[config.mk]
export PLATFORM = sky130hd
export DESIGN_NAME = ptpc_prep
export DESIGN_NICKNAME = d
export VERILOG_FILES = /design/src/rtl/ptpc_pkg.sv /design/src/rtl/ptpc_prep.sv
export SDC_FILE = /design/constraint.sdc
export NUM_CORES = 1
export LEC_CHECK = 0
export BUFFER_PORTS_ARGS = -buffer_cell sky130_fd_sc_hd__buf_2
export CAP_MARGIN = 20
export CORE_UTILIZATION = 62
export CTS_CLUSTER_SIZE = 12
export DETAILED_ROUTE_END_ITERATION = 8
export GPL_TIMING_DRIVEN = 0
export HOLD_SLACK_MARGIN = 0.06
export PLACE_DENSITY = 0.9
export SLEW_MARGIN = 20
export SYNTH_ARGS = -nofsm -noshare
export SYNTH_HDL_FRONTEND = slang
export SYNTH_SLANG_ARGS = --single-unit
export TNS_END_PERCENT = 10
[constraint.sdc]
create_clock -name clock -period 14.5 [get_ports clock]
set_input_delay 1.45 -clock clock [delete_from_list [all_inputs] [get_ports clock]]
set_output_delay 1.45 -clock clock [all_outputs]
set_load 0.03 [all_outputs]
[src/rtl/ptpc_pkg.sv]
// Shared types, constants and channel arithmetic for the page-turn pixel compositor.
`timescale 1ns / 1ps
package ptpc_pkg;

   localparam int NW = 24;
   localparam int DW = 12;

   localparam logic [1:0] CSR_WIDTH = 2'd0;
   localparam logic [1:0] CSR_PHASE = 2'd1;
   localparam logic [1:0] CSR_DIR   = 2'd2;

   localparam logic [31:0] CH_MASK    = 32'h0000_00ff;
   localparam logic [31:0] ALPHA_MASK = 32'hff00_0000;

   typedef enum logic [2:0] {
      SEL_OLD, SEL_NEW, SEL_DK_OLD, SEL_DK_NEW, SEL_LIGHT, SEL_DARK
   } sel_type;

   typedef enum logic [2:0] {
      CFG_IDLE, CFG_LOAD, CFG_DIV, CFG_SQRT, CFG_ROUND, CFG_SETTLE
   } cfg_state_type;

   typedef struct packed {
      logic [12:0]        w;
      logic [11:0]        p;
      logic               dir;
      logic [11:0]        m;
      logic [7:0]         q;
      logic [6:0]         hg;
      logic [12:0]        b1;
      logic [12:0]        b2;
      logic [12:0]        b3;
      logic [12:0]        b4;
      logic               ph_zero;
      logic               ph_half;
      logic signed [15:0] s_lo;
      logic signed [15:0] s_hi;
   } cfg_type;

   typedef struct packed {
      sel_type     sel;
      logic [31:0] old_pixel;
      logic [31:0] new_pixel;
      logic [31:0] shifted;
      logic [6:0]  hg;
      logic        half;
   } pix_type;

   typedef struct packed {
      logic [DW-1:0] rem;
      logic [NW-1:0] nq;
      logic [DW-1:0] div;
      pix_type       pix;
   } stage_type;

   function automatic logic [12:0] clamp_w(input logic signed [15:0] v, input logic [12:0] w);
      logic [12:0] r;
      if (v < 16'sd0) r = '0;
      else if (v > $signed({3'b000, w})) r = w;
      else r = v[12:0];
      return r;
   endfunction

   function automatic logic [31:0] darken(input logic [31:0] c, input logic [31:0] f);
      logic [31:0] mask, t, prod, r;
      r = '0;
      for (int k = 0; k < 3; k++) begin
         mask = CH_MASK << (8 * k);
         t    = c & mask;
         prod = t * f;
         r    = r | ((t - (prod >> 8)) & mask);
      end
      return r | (c & ALPHA_MASK);
   endfunction

   function automatic logic [31:0] lighten(input logic [31:0] c, input logic [31:0] f);
      logic [31:0] mask, t, prod, r;
      r = '0;
      for (int k = 0; k < 3; k++) begin
         mask = CH_MASK << (8 * k);
         t    = c & mask;
         prod = (mask - t) * f;
         r    = r | (((prod >> 8) + t) & mask);
      end
      return r | (c & ALPHA_MASK);
   endfunction

   function automatic logic [31:0] mix(input logic [31:0] a, input logic [31:0] b,
                                       input logic [31:0] al);
      logic [31:0] mask, x, y, prod, r;
      r = '0;
      for (int k = 0; k < 3; k++) begin
         mask = CH_MASK << (8 * k);
         x    = a & mask;
         y    = b & mask;
         prod = (y - x) * al;
         r    = r | (((prod >> 8) + x) & mask);
      end
      return r;
   endfunction

endpackage

[src/rtl/ptpc_prep.sv]
// Band selection and shade numerator, two stages ahead of the divider chain.
`timescale 1ns / 1ps
module ptpc_prep import ptpc_pkg::*; (
   input  logic        clock,
   input  logic        reset,
   input  logic        adv,
   input  logic        in_valid,
   input  logic [11:0] column,
   input  logic [31:0] old_pixel,
   input  logic [31:0] new_pixel,
   input  logic [31:0] new_pixel_shifted,
   input  cfg_type     cfg,
   output logic        out_valid,
   output stage_type   out_stage
);

   logic               p0_valid_ff, out_valid_ff;
   logic signed [15:0] x_ff, x_in;
   logic [8:0]         qm_ff, qm_in;
   logic [DW-1:0]      d_ff, d_in;
   pix_type            pix_ff, pix_in;
   stage_type          out_ff, out_in;

   logic signed [15:0] cs, ws, ps, ms, b1s, b2s, b3s, b4s;
   logic               lt1, lt2, lt3, lt4, in_s2;
   logic [8:0]         q1, q2;
   logic [NW-1:0]      prod;

   always_comb begin
      cs  = $signed({4'h0, column});
      ws  = $signed({3'b000, cfg.w});
      ps  = $signed({4'h0, cfg.p});
      ms  = $signed({4'h0, cfg.m});
      b1s = $signed({3'b000, cfg.b1});
      b2s = $signed({3'b000, cfg.b2});
      b3s = $signed({3'b000, cfg.b3});
      b4s = $signed({3'b000, cfg.b4});
      lt1 = {1'b0, column} < cfg.b1;
      lt2 = {1'b0, column} < cfg.b2;
      lt3 = {1'b0, column} < cfg.b3;
      lt4 = {1'b0, column} < cfg.b4;
      in_s2 = (cs >= cfg.s_lo) && (cs < cfg.s_hi);
      q1 = {1'b0, cfg.q};
      q2 = {cfg.q, 1'b0};

      pix_in.old_pixel = old_pixel;
      pix_in.new_pixel = new_pixel;
      pix_in.shifted   = in_s2 ? new_pixel_shifted : '0;
      pix_in.hg        = cfg.hg;
      pix_in.half      = 1'b0;
      pix_in.sel       = SEL_OLD;
      x_in  = '0;
      qm_in = q1;
      d_in  = cfg.p;

      if (!cfg.dir) begin
         if (lt1) begin
            pix_in.sel = SEL_OLD;
         end else if (lt2) begin
            pix_in.sel  = SEL_DK_OLD;
            pix_in.half = 1'b1;
            x_in        = cs - b2s + ms;
            d_in        = cfg.m;
         end else if (lt3) begin
            pix_in.sel = SEL_LIGHT;
            x_in       = b3s - cs;
            qm_in      = q2;
         end else if (lt4) begin
            pix_in.sel = SEL_DARK;
            x_in       = ((cs - b4s) <<< 1) + ps;
         end else begin
            pix_in.sel = SEL_DK_NEW;
            x_in       = ws - cs;
         end
      end else begin
         if (lt1) begin
            pix_in.sel = SEL_DK_NEW;
            x_in       = b1s - cs;
         end else if (lt2) begin
            pix_in.sel = SEL_DARK;
            x_in       = b2s - cs;
            qm_in      = q2;
         end else if (lt3) begin
            pix_in.sel = SEL_LIGHT;
            x_in       = (ps >>> 1) + ((cs - b3s) <<< 1);
         end else if (lt4) begin
            pix_in.sel  = SEL_DK_OLD;
            pix_in.half = 1'b1;
            x_in        = b4s - cs;
            d_in        = cfg.m;
         end else begin
            pix_in.sel = SEL_OLD;
         end
      end

      if (cfg.ph_zero) pix_in.sel = SEL_OLD;
      else if (cfg.ph_half) pix_in.sel = SEL_NEW;
   end

   // negative numerators shade to nothing
   always_comb begin
      prod       = x_ff[14:0] * qm_ff;
      out_in.rem = '0;
      out_in.nq  = x_ff[15] ? '0 : prod;
      out_in.div = d_ff;
      out_in.pix = pix_ff;
   end

   always_ff @(posedge clock) begin
      if (reset) begin
         p0_valid_ff  <= 1'b0;
         out_valid_ff <= 1'b0;
      end else if (adv) begin
         p0_valid_ff  <= in_valid;
         out_valid_ff <= p0_valid_ff;
      end
   end

   always_ff @(posedge clock) begin
      if (adv) begin
         x_ff   <= x_in;
         qm_ff  <= qm_in;
         d_ff   <= d_in;
         pix_ff <= pix_in;
         out_ff <= out_in;
      end
   end

   assign out_valid = out_valid_ff;
   assign out_stage = out_ff;

endmodule

; ---- Word level (Yosys, flattened, before mapping)
; Cells that the tools add are included.
[classes]
multipliers = 1
n_mux = 39
magnitude_cmp = 6
addsub = 11
n_reduce_logical = 2
[ops]
columns = cell, n
row1 = 16-bit two-way mux, 9
row2 = 12-bit two-way mux, 7
row3 = 13-bit by 12-bit subtractor with 14-bit output, 5
row4 = 9-bit two-way mux, 6
row5 = 12-bit by 13-bit < comparator with 1-bit output, 4
row6 = 12-bit by 13-bit subtractor with 14-bit output, 3
row7 = 15-bit by 9-bit multiplier with 24-bit output, 1
row8 = 3-bit two-way mux, 8
row9 = 12-bit by 15-bit adder with 16-bit output, 1
row10 = 15-bit by 13-bit adder with 16-bit output, 1
row11 = 13-bit by 16-bit >= comparator with 1-bit output, 1
row12 = 13-bit by 16-bit < comparator with 1-bit output, 1
row13 = 14-bit by 13-bit adder with 15-bit output, 1
row14 = 1-bit two-way mux, 8
row15 = 2-bit two-way mux, 1
row16 = 2-bit OR reduction, 1
row17 = 1-bit logical AND, 1
[totals]
output_inout_bits = 156
input_bits = 251
wordCells = 79
register_bits = 289

; ---- Longest topological paths before layout
; Gate-level depths: netlist of run 1.
[depth]
depth_word = 7
ltp_mapped = 21
mapped_depth_nobuf = 20

; ---- Worst setup path before layout of run 1
; Ideal clock, no wire load.
[synth_timing]
path_type = reg2reg
start = reg qm_ff[2]
end = reg out_ff, in the netlist out_stage[142] (data pin)
path_slack_ns = 9.422
path_buffers = 1
arrival_ns = 4.812
period_less_slack_ns = 5.078
setup_ns = 0.266
stages_incl_launch_ff = 20
t_required_ns = 14.234
cell_sequence = edfxtp_1 -> clkbuf_1 -> nand2_1 -> fa_1 -> inv_1 -> fa_1 -> inv_1 -> fa_1 -> fa_1 -> inv_1 -> ha_1 -> a21o_1 -> a21oi_1 -> a21oi_1 -> o221a_2 -> o41a_1 -> a311oi_1 -> o31ai_1 -> xnor2_1 -> nor2_1
[synth_via]
elab_chain_cells = 1
[synth_rtl]
columns = item, line
row1 = start: declaration, ptpc_prep.sv:19  ; logic [8:0] qm_ff, qm_in;
row2 = start signal: assignment, ptpc_prep.sv:122  ; qm_ff <= qm_in;
row3 = 15-bit by 9-bit multiplier with 24-bit output, ptpc_prep.sv:102  ; prod = x_ff[14:0] * qm_ff;
row4 = end signal: assignment, ptpc_prep.sv:125  ; out_ff <= out_in;
row5 = end: declaration, ptpc_prep.sv:22  ; stage_type out_ff, out_in;
; No other way between the ends.
; A chain may end at the register's enable or synchronous reset.

; ---- Final worst setup path of run 1
; Same ends and word-level chain as after synthesis.

==> impl_metrics.toml, run 1 <==
[run_status]
status = "completed"

[sta]
hold_viol = 0
clock_skew_ns = 0.0121
rsz0062_at_grt = "no"
relSlewSlack = 0.380
finalMaxSlewViolations = 0
min_period_over_period = 0.408
finalSetupTns_ns = 0
setup_viol = 0
worstMarginPinSlew_ns = 0.918
max_freq_mhz = 169
period_minus_slack_ns = 5.92

[routing]
drt_iter0_markers = 1269
drc = 0
ant_nets = 0
totalWireLength_um = 61400
vias_per_cell = 5.88
wire_per_inst_um = 21.5
vias = 16834
firstDrtPassIters = 6

[worst_setup_path]
crit_top_cell = "fa_1"
critPathMaxStageDelay_ns = 0.52
start_kind = "flip-flop"
required_ns = 14.81
path_class = "flip-flop to flip-flop"
crit_family = "adder cells"
path_cells = "clkbuf_1, nand2_1, fa_1, inv_1, fa_1, inv_1, fa_1, fa_1, inv_1, ha_1, a21o_1, a21oi_1, a21oi_1, o221a_2, o41a_1, a311oi_1, o31ai_1, xnor2_1, nor2_1"
worstPathMaxFanout = 10
worst-path-buf-inv = 4
crit_path_end_kind = "flip-flop"
slowest_stage = "fa_1"
crit_arrival_ns = 6.23

[synth]
syn_avg_cell_area_um2 = 10.9
seq_area_frac_synth = 0.409
ys_types = 87
ys_warn_count = 0
syn_inst = 1950
synthArstFlopShare = 0
synth_ff_type = "edfxtp_1"
netlist_area_mm2 = 0.0212
synth-edff-count = 287
ys_ff_latch = 289

[cts]
cts_sinks = 289
cts_resized = 0
cts_tree = "built"
clock_latency_ns = 0.58
holdBufCountCts = 0
clock_path_buffers = 3
htree_levels = 1
cts_setup_buffers = 0
cts_buffers = 30
path_clk_slew_ns = 0.06
cts_root_buf = "clkbuf_16"

[power]
leakagePower_nw = 11.1
p_per_area_mw_per_mm2 = 168
ir_drop_mv = 0.260

[run]
cap_violations = 0

[floorplan]
die-area_mm2 = 0.0349
dieWidth_um = 187
io_pins = 407
initial_core_util = 0.631
rows = 67
core_area_mm2 = 0.0336
die_height_um = 187

[grt]
grt_pass1_wl_um = 93100
grt_usage = 0.348
grt_pass1_vias = 16890
antenna_found_initial = 6
grt_max_degree = 90
overflow = 0

[final_layout]
fin_util = 0.736
final_nets = 2937
drive_above_1_share = 0.223
stdcell_count = 2861
syn_to_final_growth_pct = 16.8

[placement]
port_buffers = 391
routabilityCongestion = 0.997
dp.cells = 2803
hpwlAfterDp_um = 49100

[worst_hold_path]
hp-class = "flip-flop to flip-flop"
## routing by layer
metal	wire length, µm	global-route usage	up-vias
met5	29	0	-
met2	30600	0.618	833
met4	2620	0.148	4
met3	4560	0.0542	153
met1	23600	0.423	8106
li1	-	-	7738
## cells in the mapped netlist (all sizes together), types with 4 or more instances
library cell | instances | area, µm²
o22ai | 4 | 25.0
fa | 103 | 2060
o21a | 22 | 165
a211oi | 35 | 280
a221oi | 8 | 87.6
and3 | 14 | 92.6
nor3 | 40 | 205
buf | 49 | 309
a21boi | 6 | 45.0
nor4 | 4 | 25.0
o221ai | 4 | 41.3
o21ai | 85 | 448
clkbuf | 29 | 111
o21bai | 11 | 82.6
o2111ai | 7 | 61.3
ha | 196 | 2450
a31oi | 11 | 68.8
a21o | 32 | 240
nand4 | 6 | 43.8
a22o | 6 | 52.6
o31a | 7 | 61.3
or3 | 14 | 87.6
a21oi | 109 | 557
nor2 | 98 | 383
mux2 | 18 | 229
nand2b | 20 | 128
inv | 225 | 845
o211ai | 20 | 150
xnor2 | 71 | 622
or2 | 9 | 56.3
nor3b | 32 | 240
xor2 | 42 | 368
and2 | 89 | 557
nand3 | 24 | 125
o31ai | 7 | 66.3
a2111oi | 6 | 90.1
edfxtp | 287 | 8620
a211o | 8 | 70.1
nor2b | 25 | 156
nand2 | 127 | 479
a311oi | 7 | 73.8
## worst paths after layout
kind | from | to | slack, ns | depth (start not counted)
worst max-delay path | qm_ff[2]$_DFFE_PP_ | out_stage[142]$_SDFFCE_PP0P_ | 8.58 | 19
worst min-delay path | out_in[15]$_SDFFCE_PN0P_ | out_stage[15]$_DFFE_PP_ | 0.41 | 0
worst max register to register | qm_ff[2]$_DFFE_PP_ | out_stage[142]$_SDFFCE_PP0P_ | 8.58 | 19
worst min register to register | out_in[15]$_SDFFCE_PN0P_ | out_stage[15]$_DFFE_PP_ | 0.41 | 0
## registers in the layout, indices dropped and copies added (netlist names)
register and count:
out_in 107, p0_valid_ff 1, out_stage 143, d_ff 12
qm_ff 9, out_valid 1, x_ff 16
## cell usage in the layout, fill, tap and decap left out, types with 11 or more instances in the layout
cell	instances
ha_1	196
o21ai_0	76
nor2b_1	25
a21oi_1	106
a21o_1	32
nand2b_1	19
and2_1	89
clkbuf_1	42
buf_2	418
nand3_1	23
xnor2_1	71
o21a_1	22
nor2_1	96
edfxtp_1	287
and3_1	13
o21bai_1	11
mux2_2	11
or3_1	14
nor3_1	39
a211oi_1	33
a31oi_1	11
nor3b_1	32
nand2_1	126
fa_1	103
o211ai_1	20
xor2_1	42
inv_1	225
clkbuf_16	30
conb_1	12
buf_4	16
## through the flow
step	worst slack (ns)	instance area (µm²)	hold slack, ns	total power, mW
after floorplan	9.42	21200	0.400	2.73
after global placement	8.18	23800	0.400	3.14
after detailed placement	8.27	23800	0.405	3.34
after CTS	8.69	24700	0.413	4.09
after global routing	8.33	24700	0.415	4.40
final	8.58	24700	0.411	4.15
## kinds of logic after synthesis
group | count (synthesis) | share of synthesized area
simple gates | 505 | 0.123
compound gates | 419 | 0.137
buf+inv | 303 | 0.0597
fa+ha+maj | 299 | 0.213
flops | 289 | 0.409
xor+xnor | 113 | 0.0467
mux | 21 | 0.0122
other cells | 1 | 0.000177
## power breakdown
group / internal (mW) / switching, mW
sequential: 1.06 / 0.0471
combinational: 0.908 / 1.43
clock: 0.390 / 0.310
total: 2.36 / 1.78
## area by class of cell
type                       count  area (µm²)
inverter                     225         845
fill                        2304        8870
sequential                   289        8660
timing repair buffer         394        2050
multi-input combinational   1369       11300
clock inverter                 7        67.6
tap                          448         561
clock buffer                  46         821
buffer                        78         420
antenna                        5        12.5
## worst register-to-register path, cell delays in order, from the launching register on
cell and delay (ns):
edfxtp_1 0.46, clkbuf_1 0.45, nand2_1 0.14, fa_1 0.50, inv_1 0.05, fa_1 0.52, inv_1 0.07, fa_1 0.49
fa_1 0.49, inv_1 0.05, ha_1 0.34, a21o_1 0.18, a21oi_1 0.18, a21oi_1 0.16, o221a_2 0.31, o41a_1 0.40
a311oi_1 0.45, o31ai_1 0.18, xnor2_1 0.19, nor2_1 0.06
Power figures use the tool's default switching activity.
==> run 2: changes to the inputs <==
- CORE_UTILIZATION: 62 -> 52
- PLACE_DENSITY: 0.9 -> 0.81
- clock period: 14.5 -> 5 ns (I/O delays scaled with it)
==> run 2 against run 1 <==
  * The run now ends with setup timing left
  * Sequential power rose to 2.9 times the previous value
  * Final area rose by 2.2%
  * Flip-flop and latch count did not move
  * Largest power group unchanged
==> impl_metrics.toml, run 2 (synthesis gave the netlist of run 1 again) <==
[power]
p_per_area_mw_per_mm2 = 501
p_int_mw = 7.46
p_total_mw = 12.7
p_clk_frac = 0.178
sw_frac_of_total = 0.411
ir_drop_mv = 0.515
comb_power_share = 0.568
p_switching_mw = 5.20
seqPwrFrac = 0.254
leakagePower_nw = 11.3

[worst_setup_path]
rr_endpoint = "out_stage[142]$_SDFFCE_PP0P_"
r2r_start = "qm_ff[0]$_DFFE_PP_"
crit_arrival_ns = 5.41
reg2reg_depth = 18
reg2reg_setup_slack_ns = -0.16
start_kind = "flip-flop"
worstPathMaxFanout = 5
path_class = "flip-flop to flip-flop"
required_ns = 5.25
crit_path_end_kind = "flip-flop"

[floorplan]
initial_core_util = 0.530
dieWidth_um = 204
rows = 73
core_area_mm2 = 0.0400
die_height_um = 204
io_pins = 407
die-area_mm2 = 0.0416

[run]
cap_violations = 0

[cts]
path_clk_slew_ns = 0.06
cts_buffers = 34
cts_sinks = 289
cts_root_buf = "clkbuf_16"
cts_tree = "built"
htree_levels = 2
clock_path_buffers = 3
clock_latency_ns = 0.53

[placement]
hpwlAfterDp_um = 48500
routabilityCongestion = 0.991
port_buffers = 391

[routing]
firstDrtPassIters = 6
wire_per_inst_um = 20.5
ant_nets = 0
drc = 0
vias_per_cell = 5.68
drt_iter0_markers = 1489
totalWireLength_um = 60700
vias = 16790

[grt]
grt_pass1_vias = 16473
antenna_found_initial = 1
busiest_layer = "met2"
grt_pass1_wl_um = 91000
grtUsageMet1 = 0.374
grt_use_met3 = 0.0467
grtUsageMet2 = 0.485
overflow = 0
grt_usage = 0.289
grt_max_degree = 109

[run_status]
status = "complete, but fails checks"
violations = "setup timing"

[worst_hold_path]
holdPathEnd = "out_in[43]$_DFFE_PP_"
hold_depth = 1
hp-start = "new_pixel[3]"
hp-class = "primary input to flip-flop"

[sta]
finalMaxSlewViolations = 0
rsz0062_at_grt = "yes"
clock_skew_ns = 0.00974
worstMarginPinSlew_ns = 0.845
finalWorstSetupSlack_ns = -0.160
relSlewSlack = 0.422
setup_viol = 6
max_freq_mhz = 194
hold_viol = 0
period_minus_slack_ns = 5.16
min_period_over_period = 1.03

[final_layout]
largest_reg_flops = 143
final_common_cell = "buf_2"
drive_above_1_share = 0.246
final_cell_mix = "buf_2, edfxtp_1, inv_1, ha_1, nand2_1"
fin_util = 0.632
syn_to_final_growth_pct = 19.3
final_nets = 2960
[run 2: area by class of cell]
class                           count  area (µm²)
Buffer                             78         475
Antenna cell                        2        5.00
Tap cell                          525         657
Fill cell                        3164       14700
Multi-Input combinational cell   1369       11500
Clock inverter                     16         125
Sequential cell                   289        8660
Clock buffer                       40         895
Inverter                          225         845
Timing Repair Buffer              413        2180
[run 2: worst max-delay path by stage]
stage / to / depth (start not counted) / start
finish: out_stage[142]$_SDFFCE_PP0P_ / 18 / qm_ff[0]$_DFFE_PP_
global route: out_stage[141]$_SDFFCE_PP0P_ / 22 / qm_ff[0]$_DFFE_PP_
CTS: out_stage[142]$_SDFFCE_PP0P_ / 19 / qm_ff[0]$_DFFE_PP_
detailed placement: out_stage[141]$_SDFFCE_PP0P_ / 18 / qm_ff[1]$_DFFE_PP_
global placement: out_stage[142]$_SDFFCE_PP0P_ / 18 / qm_ff[1]$_DFFE_PP_
floorplan: out_stage[142]$_SDFFCE_PP0P_ / 19 / qm_ff[2]$_DFFE_PP_
[run 2: through the flow]
stage	std cells	hold WS (ns)	worst slack (ns)	instance area [µm²]	TNS, ns
global placement	2877	0.400	-0.515	23900	-104.43
global route	2956	0.125	-0.333	25300	-1.69
finish	2957	0.147	-0.160	25300	-0.752
detailed placement	2879	0.405	-0.594	23900	-3.50
CTS	2953	0.121	-0.133	25200	-0.404
floorplan	1961	0.400	0.0263	21200	0
[run 2: timing repair]
item,CTS,global route
endpoints found under the hold margin,0,0
setup buffers,18,2
hold buffers,0,0
endpoints found under the setup margin,9,9
gates resized for setup,40,8
pin swaps,25,10
[run 2: power groups by stage]
stage	registers [mW]	clock network [mW]	logic [mW]
floorplan	3.52	0	4.41
global placement	3.27	0	5.90
detailed placement	3.27	0	6.14
CTS	3.22	2.31	6.83
global route	3.24	2.38	7.87
finish	3.22	2.25	7.20
[run 2: critical path, stage by stage (launching register included)]
cell and delay, ns:
edfxtp_1 0.51, clkbuf_8 0.21, nand2_1 0.08, fa_1 0.55, inv_1 0.05, fa_1 0.49, fa_1 0.54, inv_1 0.05
fa_1 0.47, inv_1 0.06, ha_4 0.23, a21oi_2 0.20, a21oi_2 0.10, o221a_2 0.28, o41a_1 0.39, a311oi_2 0.36
o31ai_2 0.10, xnor2_1 0.14, nor2_1 0.05
[run 2: routing by layer]
metal / part of all wire / wire (µm)
met1: 0.40 / 24300
met2: 0.48 / 29300
met3: 0.079 / 4810
met4: 0.038 / 2310
met5: 0 / 0
